### src/assert_macros.svh
// Assertion macros shared by the frame handler RTL.
`ifndef ASSERT_MACROS_SVH
`define ASSERT_MACROS_SVH
`ifndef SYNTHESIS
`define LSFH_ASSERT(label, prop) \
    label: assert property (@(posedge aclk) disable iff (!aresetn) prop) \
        else $error("lsfh assertion failed");
`define LSFH_ASSERT_MSG(label, prop, msg) \
    label: assert property (@(posedge aclk) disable iff (!aresetn) prop) \
        else $error(msg);
`else
`define LSFH_ASSERT(label, prop)
`define LSFH_ASSERT_MSG(label, prop, msg)
`endif
`endif

### src/lsfh_pkg.sv
// Types, codes and helper functions of the LIN slave frame handler.
`default_nettype none
package lsfh_pkg;

    localparam logic [3:0] MAX_DATA_BYTES = 4'd8;
    localparam int         CFG_INDEX_W    = 3;
    localparam int         ENTRY_W        = 13;

    typedef enum logic [1:0] {
        CMD_HEADER      = 2'd0,
        CMD_RX_DATA     = 2'd1,
        CMD_RX_CHECKSUM = 2'd2,
        CMD_TX_DATA     = 2'd3
    } cmd_t;

    typedef enum logic [2:0] {
        KIND_IGNORED  = 3'd0,
        KIND_RX_ARMED = 3'd1,
        KIND_TX_REQ   = 3'd2,
        KIND_TX_BYTE  = 3'd3,
        KIND_RX_OK    = 3'd4,
        KIND_CK_ERR   = 3'd5,
        KIND_SEQ_ERR  = 3'd6
    } kind_t;

    typedef enum logic [1:0] {
        FS_IDLE = 2'd0,
        FS_RX   = 2'd1,
        FS_TX   = 2'd2
    } frame_state_t;

    typedef struct packed {
        logic       enabled;
        logic [3:0] length;
        logic       enhanced;
        logic       transmit;
        logic [5:0] id;
    } frame_entry_t;

    typedef struct packed {
        kind_t      kind;
        logic [7:0] out_byte;
        logic [2:0] slot;
        logic [3:0] count;
        logic       last;
    } result_t;

    typedef struct packed {
        logic [1:0] count;
        result_t    first;
        result_t    second;
    } engine_out_t;

    // Identifier with its two LIN parity bits on top.
    function automatic logic [7:0] protect_id(input logic [5:0] id);
        logic p0;
        logic p1;
        p0 = id[0] ^ id[1] ^ id[2] ^ id[4];
        p1 = ~(id[1] ^ id[3] ^ id[4] ^ id[5]);
        return {p1, p0, id};
    endfunction

    // Eight-bit sum where the carry out is added back in.
    function automatic logic [7:0] add_end_around(input logic [7:0] s, input logic [7:0] b);
        logic [8:0] t;
        t = {1'b0, s} + {1'b0, b};
        return t[7:0] + {7'd0, t[8]};
    endfunction

endpackage
`default_nettype wire

### src/lsfh_engine.sv
// Frame matching, checksum state and result generation for one accepted word.
`default_nettype none
module lsfh_engine #(
    parameter int FRAME_SLOTS = 8
) (
    input  wire logic                  aclk,
    input  wire logic                  aresetn,
    input  wire logic                  accept,
    input  wire logic [1:0]            cmd,
    input  wire logic [7:0]            byte_value,
    input  wire lsfh_pkg::frame_entry_t entries [FRAME_SLOTS],
    output lsfh_pkg::engine_out_t      eng_out
);

    lsfh_pkg::frame_state_t state_reg, state_next;
    logic [2:0] slot_reg, slot_next;
    logic       enhanced_reg, enhanced_next;
    logic [7:0] pid_reg, pid_next;
    logic [3:0] exp_len_reg, exp_len_next;
    logic [3:0] seen_reg, seen_next;
    logic [7:0] sum_reg, sum_next;

    logic                   hit;
    logic [2:0]             hit_slot;
    lsfh_pkg::frame_entry_t hit_entry;
    logic [7:0]             pid;
    logic [3:0]             len_sat;
    logic [7:0]             seed;
    logic [7:0]             sum_add;
    logic [3:0]             seen_inc;
    lsfh_pkg::result_t      seq_res;
    lsfh_pkg::cmd_t         cmd_v;

    // The highest-numbered enabled entry with a matching identifier wins.
    always_comb begin
        hit       = 1'b0;
        hit_slot  = '0;
        hit_entry = '0;
        for (int i = 0; i < FRAME_SLOTS; i++) begin
            if (entries[i].enabled && entries[i].id == byte_value[5:0]) begin
                hit       = 1'b1;
                hit_slot  = 3'(i);
                hit_entry = entries[i];
            end
        end
    end

    assign pid      = lsfh_pkg::protect_id(byte_value[5:0]);
    assign len_sat  = (hit_entry.length > lsfh_pkg::MAX_DATA_BYTES) ?
                      lsfh_pkg::MAX_DATA_BYTES : hit_entry.length;
    assign seed     = hit_entry.enhanced ? pid : 8'd0;
    assign sum_add  = lsfh_pkg::add_end_around(sum_reg, byte_value);
    assign seen_inc = seen_reg + 4'd1;
    assign cmd_v    = lsfh_pkg::cmd_t'(cmd);

    always_comb begin
        seq_res = '{kind: lsfh_pkg::KIND_SEQ_ERR, out_byte: pid_reg, slot: slot_reg,
                    count: seen_reg, last: 1'b1};
    end

    always_ff @(posedge aclk) begin
        if (!aresetn) begin
            state_reg    <= lsfh_pkg::FS_IDLE;
            slot_reg     <= '0;
            enhanced_reg <= 1'b0;
            pid_reg      <= '0;
            exp_len_reg  <= '0;
            seen_reg     <= '0;
            sum_reg      <= '0;
        end else begin
            state_reg    <= state_next;
            slot_reg     <= slot_next;
            enhanced_reg <= enhanced_next;
            pid_reg      <= pid_next;
            exp_len_reg  <= exp_len_next;
            seen_reg     <= seen_next;
            sum_reg      <= sum_next;
        end
    end

    always_comb begin
        state_next    = state_reg;
        slot_next     = slot_reg;
        enhanced_next = enhanced_reg;
        pid_next      = pid_reg;
        exp_len_next  = exp_len_reg;
        seen_next     = seen_reg;
        sum_next      = sum_reg;
        eng_out       = '0;

        if (accept) begin
            unique case (cmd_v) inside
                lsfh_pkg::CMD_HEADER: begin
                    // A header always closes whatever frame was open.
                    state_next    = lsfh_pkg::FS_IDLE;
                    eng_out.count = 2'd1;
                    if (hit) begin
                        slot_next     = hit_slot;
                        enhanced_next = hit_entry.enhanced;
                        pid_next      = pid;
                        exp_len_next  = len_sat;
                        seen_next     = '0;
                        sum_next      = seed;
                        eng_out.first = '{kind: hit_entry.transmit ? lsfh_pkg::KIND_TX_REQ :
                                                 lsfh_pkg::KIND_RX_ARMED,
                                          out_byte: pid, slot: hit_slot,
                                          count: len_sat, last: 1'b0};
                        if (!hit_entry.transmit) begin
                            state_next = lsfh_pkg::FS_RX;
                        end else if (len_sat == 4'd0) begin
                            // An empty transmit frame sends its checksum at once.
                            eng_out.count  = 2'd2;
                            eng_out.second = '{kind: lsfh_pkg::KIND_TX_BYTE, out_byte: ~seed,
                                               slot: hit_slot, count: 4'd0, last: 1'b1};
                        end else begin
                            state_next = lsfh_pkg::FS_TX;
                        end
                    end
                end
                lsfh_pkg::CMD_RX_DATA, lsfh_pkg::CMD_RX_CHECKSUM: begin
                    if (state_reg == lsfh_pkg::FS_IDLE) begin
                        eng_out.count = 2'd1;
                    end else if (state_reg != lsfh_pkg::FS_RX ||
                                 (cmd_v == lsfh_pkg::CMD_RX_DATA &&
                                  seen_reg >= lsfh_pkg::MAX_DATA_BYTES)) begin
                        eng_out.count = 2'd1;
                        eng_out.first = seq_res;
                        state_next    = lsfh_pkg::FS_IDLE;
                    end else if (cmd_v == lsfh_pkg::CMD_RX_DATA) begin
                        sum_next  = sum_add;
                        seen_next = seen_inc;
                    end else begin
                        eng_out.count = 2'd1;
                        eng_out.first = '{kind: (~sum_reg == byte_value) ?
                                                lsfh_pkg::KIND_RX_OK : lsfh_pkg::KIND_CK_ERR,
                                          out_byte: pid_reg, slot: slot_reg,
                                          count: seen_reg, last: 1'b1};
                        state_next    = lsfh_pkg::FS_IDLE;
                    end
                end
                lsfh_pkg::CMD_TX_DATA: begin
                    eng_out.count = 2'd1;
                    if (state_reg != lsfh_pkg::FS_TX || seen_reg >= exp_len_reg) begin
                        eng_out.first = seq_res;
                        state_next    = lsfh_pkg::FS_IDLE;
                    end else begin
                        sum_next      = sum_add;
                        seen_next     = seen_inc;
                        eng_out.first = '{kind: lsfh_pkg::KIND_TX_BYTE, out_byte: byte_value,
                                          slot: slot_reg, count: seen_inc, last: 1'b0};
                        if (seen_inc >= exp_len_reg) begin
                            eng_out.count  = 2'd2;
                            eng_out.second = '{kind: lsfh_pkg::KIND_TX_BYTE, out_byte: ~sum_add,
                                               slot: slot_reg, count: seen_inc, last: 1'b1};
                            state_next     = lsfh_pkg::FS_IDLE;
                        end
                    end
                end
                default: begin
                end
            endcase
        end
    end

endmodule
`default_nettype wire

### src/lin_slave_frame_handler_core.sv
// A result word is registered in the result queue and is offered on m_ once it reaches the head.
// Throughput: one input word per cycle while s_ready is high; a word yields zero, one or two result words.
// A three-entry result queue decouples the sides; s_ready drops when it holds two or more.
// A frame ending in a second result (tx checksum) puts an extra result word in the queue.
// Reset (aresetn low, synchronous) clears frame entries, frame state and the queue.
`default_nettype none
`include "assert_macros.svh"
module lin_slave_frame_handler_core #(
    parameter int FRAME_SLOTS = 8
) (
    input  wire logic        aclk,
    input  wire logic        aresetn,
    input  wire logic        cfg_we,
    input  wire logic [2:0]  cfg_index,
    input  wire logic [12:0] cfg_wdata,
    input  wire logic        s_valid,
    output logic             s_ready,
    input  wire logic [1:0]  s_cmd,
    input  wire logic [7:0]  s_byte_value,
    output logic             m_valid,
    input  wire logic        m_ready,
    output logic [2:0]       m_result_kind,
    output logic [7:0]       m_out_byte,
    output logic [2:0]       m_frame_slot,
    output logic [3:0]       m_byte_count,
    output logic             m_last_of_frame
);

    localparam int QUEUE_DEPTH = 3;

    lsfh_pkg::frame_entry_t entry_reg [FRAME_SLOTS];
    lsfh_pkg::engine_out_t  eng;
    lsfh_pkg::result_t      q_reg [QUEUE_DEPTH];
    lsfh_pkg::result_t      q_next [QUEUE_DEPTH];
    lsfh_pkg::result_t      shifted [QUEUE_DEPTH];
    logic [1:0]             cnt_reg, cnt_next;
    logic [1:0]             base;
    logic [1:0]             push_cnt;
    logic                   accept;
    logic                   pop;

    always_ff @(posedge aclk) begin
        if (!aresetn) begin
            for (int i = 0; i < FRAME_SLOTS; i++) begin
                entry_reg[i] <= '0;
            end
        end else if (cfg_we) begin
            for (int i = 0; i < FRAME_SLOTS; i++) begin
                if (cfg_index == lsfh_pkg::CFG_INDEX_W'(i)) begin
                    entry_reg[i] <= lsfh_pkg::frame_entry_t'(cfg_wdata);
                end
            end
        end
    end

    assign s_ready = (cnt_reg <= 2'd1);
    assign accept  = s_valid && s_ready;
    assign m_valid = (cnt_reg != 2'd0);
    assign pop     = m_valid && m_ready;

    lsfh_engine #(
        .FRAME_SLOTS(FRAME_SLOTS)
    ) u_engine (
        .aclk       (aclk),
        .aresetn    (aresetn),
        .accept     (accept),
        .cmd        (s_cmd),
        .byte_value (s_byte_value),
        .entries    (entry_reg),
        .eng_out    (eng)
    );

    assign push_cnt = accept ? eng.count : 2'd0;
    assign base     = cnt_reg - {1'b0, pop};
    assign cnt_next = base + push_cnt;

    // Queue advances by one on a pop; new words land right behind the survivors.
    always_comb begin
        shifted[0] = pop ? q_reg[1] : q_reg[0];
        shifted[1] = pop ? q_reg[2] : q_reg[1];
        shifted[2] = q_reg[2];
        for (int i = 0; i < QUEUE_DEPTH; i++) begin
            q_next[i] = shifted[i];
            if (push_cnt != 2'd0 && 2'(i) == base) begin
                q_next[i] = eng.first;
            end else if (push_cnt == 2'd2 && 2'(i) == base + 2'd1) begin
                q_next[i] = eng.second;
            end
        end
    end

    always_ff @(posedge aclk) begin
        if (!aresetn) begin
            cnt_reg <= '0;
        end else begin
            cnt_reg <= cnt_next;
        end
    end

    always_ff @(posedge aclk) begin
        for (int i = 0; i < QUEUE_DEPTH; i++) begin
            q_reg[i] <= q_next[i];
        end
    end

    assign m_result_kind   = q_reg[0].kind;
    assign m_out_byte      = q_reg[0].out_byte;
    assign m_frame_slot    = q_reg[0].slot;
    assign m_byte_count    = q_reg[0].count;
    assign m_last_of_frame = q_reg[0].last;

    `LSFH_ASSERT(a_second_is_checksum,
        (accept && eng.count == 2'd2) |->
        (eng.second.last && eng.second.kind == lsfh_pkg::KIND_TX_BYTE))
    `LSFH_ASSERT(a_last_kind,
        (m_valid && m_last_of_frame) |->
        (m_result_kind == lsfh_pkg::KIND_TX_BYTE || m_result_kind == lsfh_pkg::KIND_RX_OK ||
         m_result_kind == lsfh_pkg::KIND_CK_ERR || m_result_kind == lsfh_pkg::KIND_SEQ_ERR))
    `LSFH_ASSERT_MSG(a_ignored_clean,
        (m_valid && m_result_kind == lsfh_pkg::KIND_IGNORED) |->
        (m_out_byte == 8'd0 && m_frame_slot == 3'd0 && m_byte_count == 4'd0),
        "ignored result word carries nonzero fields")
    `LSFH_ASSERT_MSG(a_no_overflow,
        (cnt_reg == 2'd3 && !pop) |=> (cnt_reg == 2'd3),
        "result queue lost or invented a word while full")

endmodule
`default_nettype wire
### config.mk
export PLATFORM = sky130hd
export DESIGN_NAME = lin_slave_frame_handler_core
export DESIGN_NICKNAME = d
export VERILOG_FILES = /design/src/lsfh_pkg.sv /design/src/lsfh_engine.sv /design/src/lin_slave_frame_handler_core.sv
export VERILOG_INCLUDE_DIRS = /design/src /design/src/src
export SDC_FILE = /design/constraint.sdc
export NUM_CORES = 1
export LEC_CHECK = 0
export ABC_AREA = 1
export BUFFER_PORTS_ARGS = -buffer_cell sky130_fd_sc_hd__buf_2
export CAP_MARGIN = 20
export CORE_ASPECT_RATIO = 0.75
export CORE_MARGIN = 4
export CORE_UTILIZATION = 45
export CTS_BUF_LIST = sky130_fd_sc_hd__clkbuf_4
export CTS_CLUSTER_DIAMETER = 80
export CTS_CLUSTER_SIZE = 40
export DETAILED_ROUTE_END_ITERATION = 10
export GPL_TIMING_DRIVEN = 0
export PLACE_DENSITY = 0.65
export SYNTH_ARGS = -nofsm -noshare
export SYNTH_HDL_FRONTEND = slang
export SYNTH_SLANG_ARGS = --single-unit
### constraint.sdc
create_clock -name aclk -period 3.3 [get_ports aclk]
set_input_delay 0.66 -clock aclk [delete_from_list [all_inputs] [get_ports aclk]]
set_output_delay 0.66 -clock aclk [all_outputs]
set_load 0.01 [all_outputs]
After elaboration in Yosys (flattened, before gate mapping)
Memories as Yosys holds them, arrays and structs flattened.
Cells that the tools add are included.

word-level totals
  output and inout bits = 21
  bits in read-only memories = 0
  RAM bits = 57
  input port bits = 31
  logic and storage cells = 216
  memories = 1
  latch bits = 0
  bits in registers = 135

memory list
  memory  words  bits a word  rd ports  clocked after memory_dff  wr ports  RTL line                            RTL
  q_reg   3      19           3         0                         3         lin_slave_frame_handler_core.sv:33  lsfh_pkg::result_t q_reg [QUEUE_DEPTH];

cells by class
  add/sub/neg operators = 6
  bitwise logic cells = 10
  mux-type cells = 74
  reduce and logical (&&, ||, !) cells = 40
  shift operators = 0
  multiply operators = 0
  equal/unequal tests = 33
  order comparisons = 5
  divide/modulo/power cells = 0

operators with widths
  cell                  number
  $mux W19              11
  $mux W12              8
  $mux W40              2
  $pmux W21 S3          1
  $mux W18              3
  $eq A6 B6 Y1          8
  $mux W8               6
  $pmux W19 S2          1
  $mux W2               15
  $mux W4               6
  $not A8 Y8            3
  $pmux W8 S3           1
  $mux W21              1
  $mux W20              1
  $mux W3               6
  $logic_and A1 B1 Y1   17
  $reduce_and A2 Y1     8
  $eq A3 B3 Y1 const B  4
  $pmux W4 S3           1
  $mux W1               10
  $add A8 B8 Y9         1
  $add A8 B1 Y8         1
  $eq A8 B8 Y1          1
  $ge A4 B4 Y1          2
  other kinds (29)      50

Logic depth before layout (Yosys ltp)
  depth after elaboration = 23
  mapped depth = 27
  gate-level depth less buffers = 26

Modules after synthesis
From an unflattened synthesis, not the netlist that was laid out.

unflattened totals
  cells, all modules = 1722
  area, all modules = 11692.5 sq um

by module, submodules not included
  module                        times used  sequential area each (sq um)  cells each  area an instance (sq um)
  lin_slave_frame_handler_core  1           3833.7                        933         7290.7
  lsfh_engine                   1           580.6                         789         4401.7

Worst setup path after synthesis
OpenSTA, ideal clock, no wires.

  path kind = input to register
  from = input s_byte_value[1]
  to = memory q_reg[0][0] (netlist name) (enable)
  stages = 24
  arrival time = 2.977 ns
  buffers on the path = 2
  setup slack = -0.121 ns
  data required time = 2.856 ns
  library setup time = 0.444 ns
  cell sequence = buf_4 -> nand2_1 -> nand2_1 -> nor2_1 -> nand2_2 -> nor2_8 -> inv_2 -> nand2_1 -> nand2_1 -> nand2_1 -> nand2_1 -> nand2_1 -> nand2_1 -> nand2_1 -> nand2_2 -> nor2_4 -> nand3_2 -> nand2_2 -> nand2_4 -> nand2_4 -> nand2_8 -> nand2_4 -> buf_4 -> nand3_1

RTL lines
  what             RTL line                            RTL
  start, declared  lin_slave_frame_handler_core.sv:19  input wire logic [7:0] s_byte_value,
  end, declared    lin_slave_frame_handler_core.sv:33

==> results.tsv <==
metric	value	unit
place_congestion	0.9454	
ctsHtreeMaxLevel	4	
pwr-share-seq	45.4	%
syn-num-nets	1635	
syn_area	0.01121	sq mm
clock_skew	0.02629	ns
grt_pass1_vias	9476	
vias_per_cell	5.362	
yosys-top-cells-area	dfxtp_1, edfxtp_1, nand2_1	
die_w	190.3	um
drt_pre_antenna_iters	6	
largest_register_ffs	104	
cts.path.max_buffers	2	
synth_common_cells	nand2_1, nor2_1, inv_1	
synthMuxAreaShare	0	%
ant_nets	0	
p_int	0.004240	W
final_area	0.01267	sq mm
clk_root_buffer_cell	clkbuf_4	
cts_made_buffers	17	
vias	10770	
fp-row-count	49	
antenna_found_initial	1	
fin_crit_sh	96.04	%
placedInstanceArea	0.01187	sq mm
pin_count	52	
leakage	5.685	nW
portBuffers	46	
arrival	3.49	ns
power_switching	0.002311	W
dieHeight	144.7	um
min_from	cfg_wdata[7]	
drc	0	
critPathMaxFanout	10	
worstMarginPinSlew	0.7409	ns
avgSynthCellArea	7.109	sq um
grtUsageTotal	23.82	%
powerDensity	517.2	mW/mm^2
async_reset_ff_share	0	%
grt_pass1_wl	51.72	mm
setup_viol	0	
synth.distinct_cells	57	
cap_violations	0	
p_sw_share	35.28	%
pwr-share-clk	23.7	%
synth_top_family_by_area	simple AND/OR/NAND/NOR gates	
utilization	52.31	%
synth_top_area_share	24.11	%
numClockSinks	192	
placed_cells	1954	
synth.most_common_cell	nand2_1	
status	finished clean	
final.min_clock_period	3.169	ns
yosysTopAreaCell	dfxtp_1	
syn_to_final_growth	12.99	%
fp.dieArea	0.02753	sq mm
p_comb_share	30.9	%
synth-seq-cells	192	
dp.final_hpwl	24.85	mm
wl_per_cell	17.03	um
synthAdderAreaFrac	3.080	%
hold_viol_final	0	
synth_edf_count	57	
clk_pin_slew	0.19	ns
worst_r2r_endpoint	q_reg[0][43]	
holdCritPathClass	input pin to register	
post-place-ws	-0.8987	ns
worstHoldPathCells	3	
finalMaxSlewViolations	0	
hold_end	entry_reg[59]	
setup_slack	0.1308	ns
netlist_instances	1577	
critical_path_class	register to register	
grt_max_degree	20	
max_slew_margin	50.60	%
synth_compound_area_share	15.20	%
ys_seq_area_share	39.37	%
clock.fmax	315.5	MHz
drtIter0Drc	1207	
core	0.02422	sq mm
final_cell_count_no_fill	2009	
clkLatencyLatePin	0.61	ns
ir_drop	0.0002363	V
worst_ep_required_time	3.62	ns
rr_worst_depth	16	
global_route.overflow_total	0	
drive_gt1_share	15.62	%
rrSetupSlack	0.13	ns
endpoint_kind	register	
start_util	46.29	%
fin_nets	1722	
yosys_warnings	0	
synth_simple_gate_area_share	29.05	%
timing.rr.start	u_engine.seen_reg[0]	
synth_ff_type	dfxtp_1	
cts_tree	done	
hold_buffers	0	
wl	34.22	mm
startpoint_type	register	
synthXorXnorAreaFrac	1.942	%
-- cell families (layout without fill, tap and decap cells) --
| logic type | after synthesis | after routing |
|---|---|---|
| and+or+nand+nor | 753 | 759 |
| AOI/OAI and AO/OA | 306 | 306 |
| buffers and inverters | 275 | 369 |
| xor gates and xnor gates | 24 | 24 |
| other | 0 | 1 |
| DFF | 192 | 192 |
| adders and majority gates | 27 | 27 |
-- worst max-delay path: stages, from the launching register on --
cell	delay, ns
dfxtp_4	0.40
ha_1	0.23
xnor2_2	0.15
inv_1	0.09
ha_1	0.28
nand2_1	0.09
o21bai_2	0.22
o311ai_4	0.11
inv_2	0.11
nor2_4	0.20
inv_4	0.11
nand2_2	0.10
nand2_4	0.09
nor2_4	0.27
buf_6	0.20
nand2_8	0.11
nand2_8	0.15
-- metrics by stage --
stage                     power, W  setup TNS [ns]  hold WS, ns
after global routing      0.006896         -0.5706       0.3644
after CTS                 0.006400               0       0.3806
after detailed placement  0.004846          -78.20       0.4388
after floorplan           0.004307               0       0.4245
after global placement    0.004807          -72.37       0.4345
final                     0.006551               0       0.4003
-- cell type report --
class,count,area (sq um)
well taps,331,414.1
plain buffers,86,563.0
flip-flops and latches,192,4425
diodes,1,2.502
multi-input cells,1116,5812
inverters,189,733.2
repair buffers,62,372.9
clock inverters,15,216.5
fillers,2393,11550
clock buffers,17,127.6
-- worst max path at each step --
stage | from | to | slack, ns | cells past startpoint
floorplan | s_byte_value[0] | q_reg[0][12] | 0.09 | 16
global placement | u_engine.seen_reg[0] | q_reg[0][42] | -0.84 | 14
detailed placement | u_engine.seen_reg[0] | q_reg[0][42] | -0.90 | 14
CTS | entry_reg[53] | q_reg[0][20] | 0.0006 | 22
global route | u_engine.exp_len_reg[1] | q_reg[0][7] | -0.04 | 19
finish | u_engine.seen_reg[0] | q_reg[0][43] | 0.13 | 16
-- metal layers --
layer / GRT usage, % / part of all wire (%)
met5: 0 / 0
met4: 3.476 / 0.59
met3: 5.468 / 11
met2: 33.28 / 40
met1: 37.90 / 49
-- layout by cell type, fill, tap and decap left out, types with 10 or more instances in the layout --
master	Yosys	final
ha_1	26	24
dfxtp_1	135	128
nor2_1	217	214
inv_2	15	14
o21ai_0	130	129
xor2_1	12	10
buf_4	25	34
nand2_1	380	378
buf_2	6	52
nor2_4	6	13
a21oi_1	113	111
xnor2_1	11	10
inv_1	166	165
nand3_1	90	86
buf_6	10	14
edfxtp_1	57	57
clkbuf_1	39	38
o21ai_2	15	15
nand2_2	11	11
clkbuf_4	0	18
-- power groups by stage --
stage               sequential [W]  combinational [W]  clock, W
finish                     0.00297            0.00202   0.00155
global route               0.00301            0.00223   0.00166
CTS                        0.00298            0.00186   0.00156
detailed placement         0.00303            0.00181         0
global placement           0.00302            0.00179         0
floorplan                  0.00300            0.00131         0
-- what timing repair did --
item                       4_1_cts  5_1_grt
pin swaps                        5       16
setup buffers                    0       15
gates cloned                     2        5
setup endpoints to repair      115      111
resized for setup               12       45
Note: power is estimated with default switching activity, not from simulation.
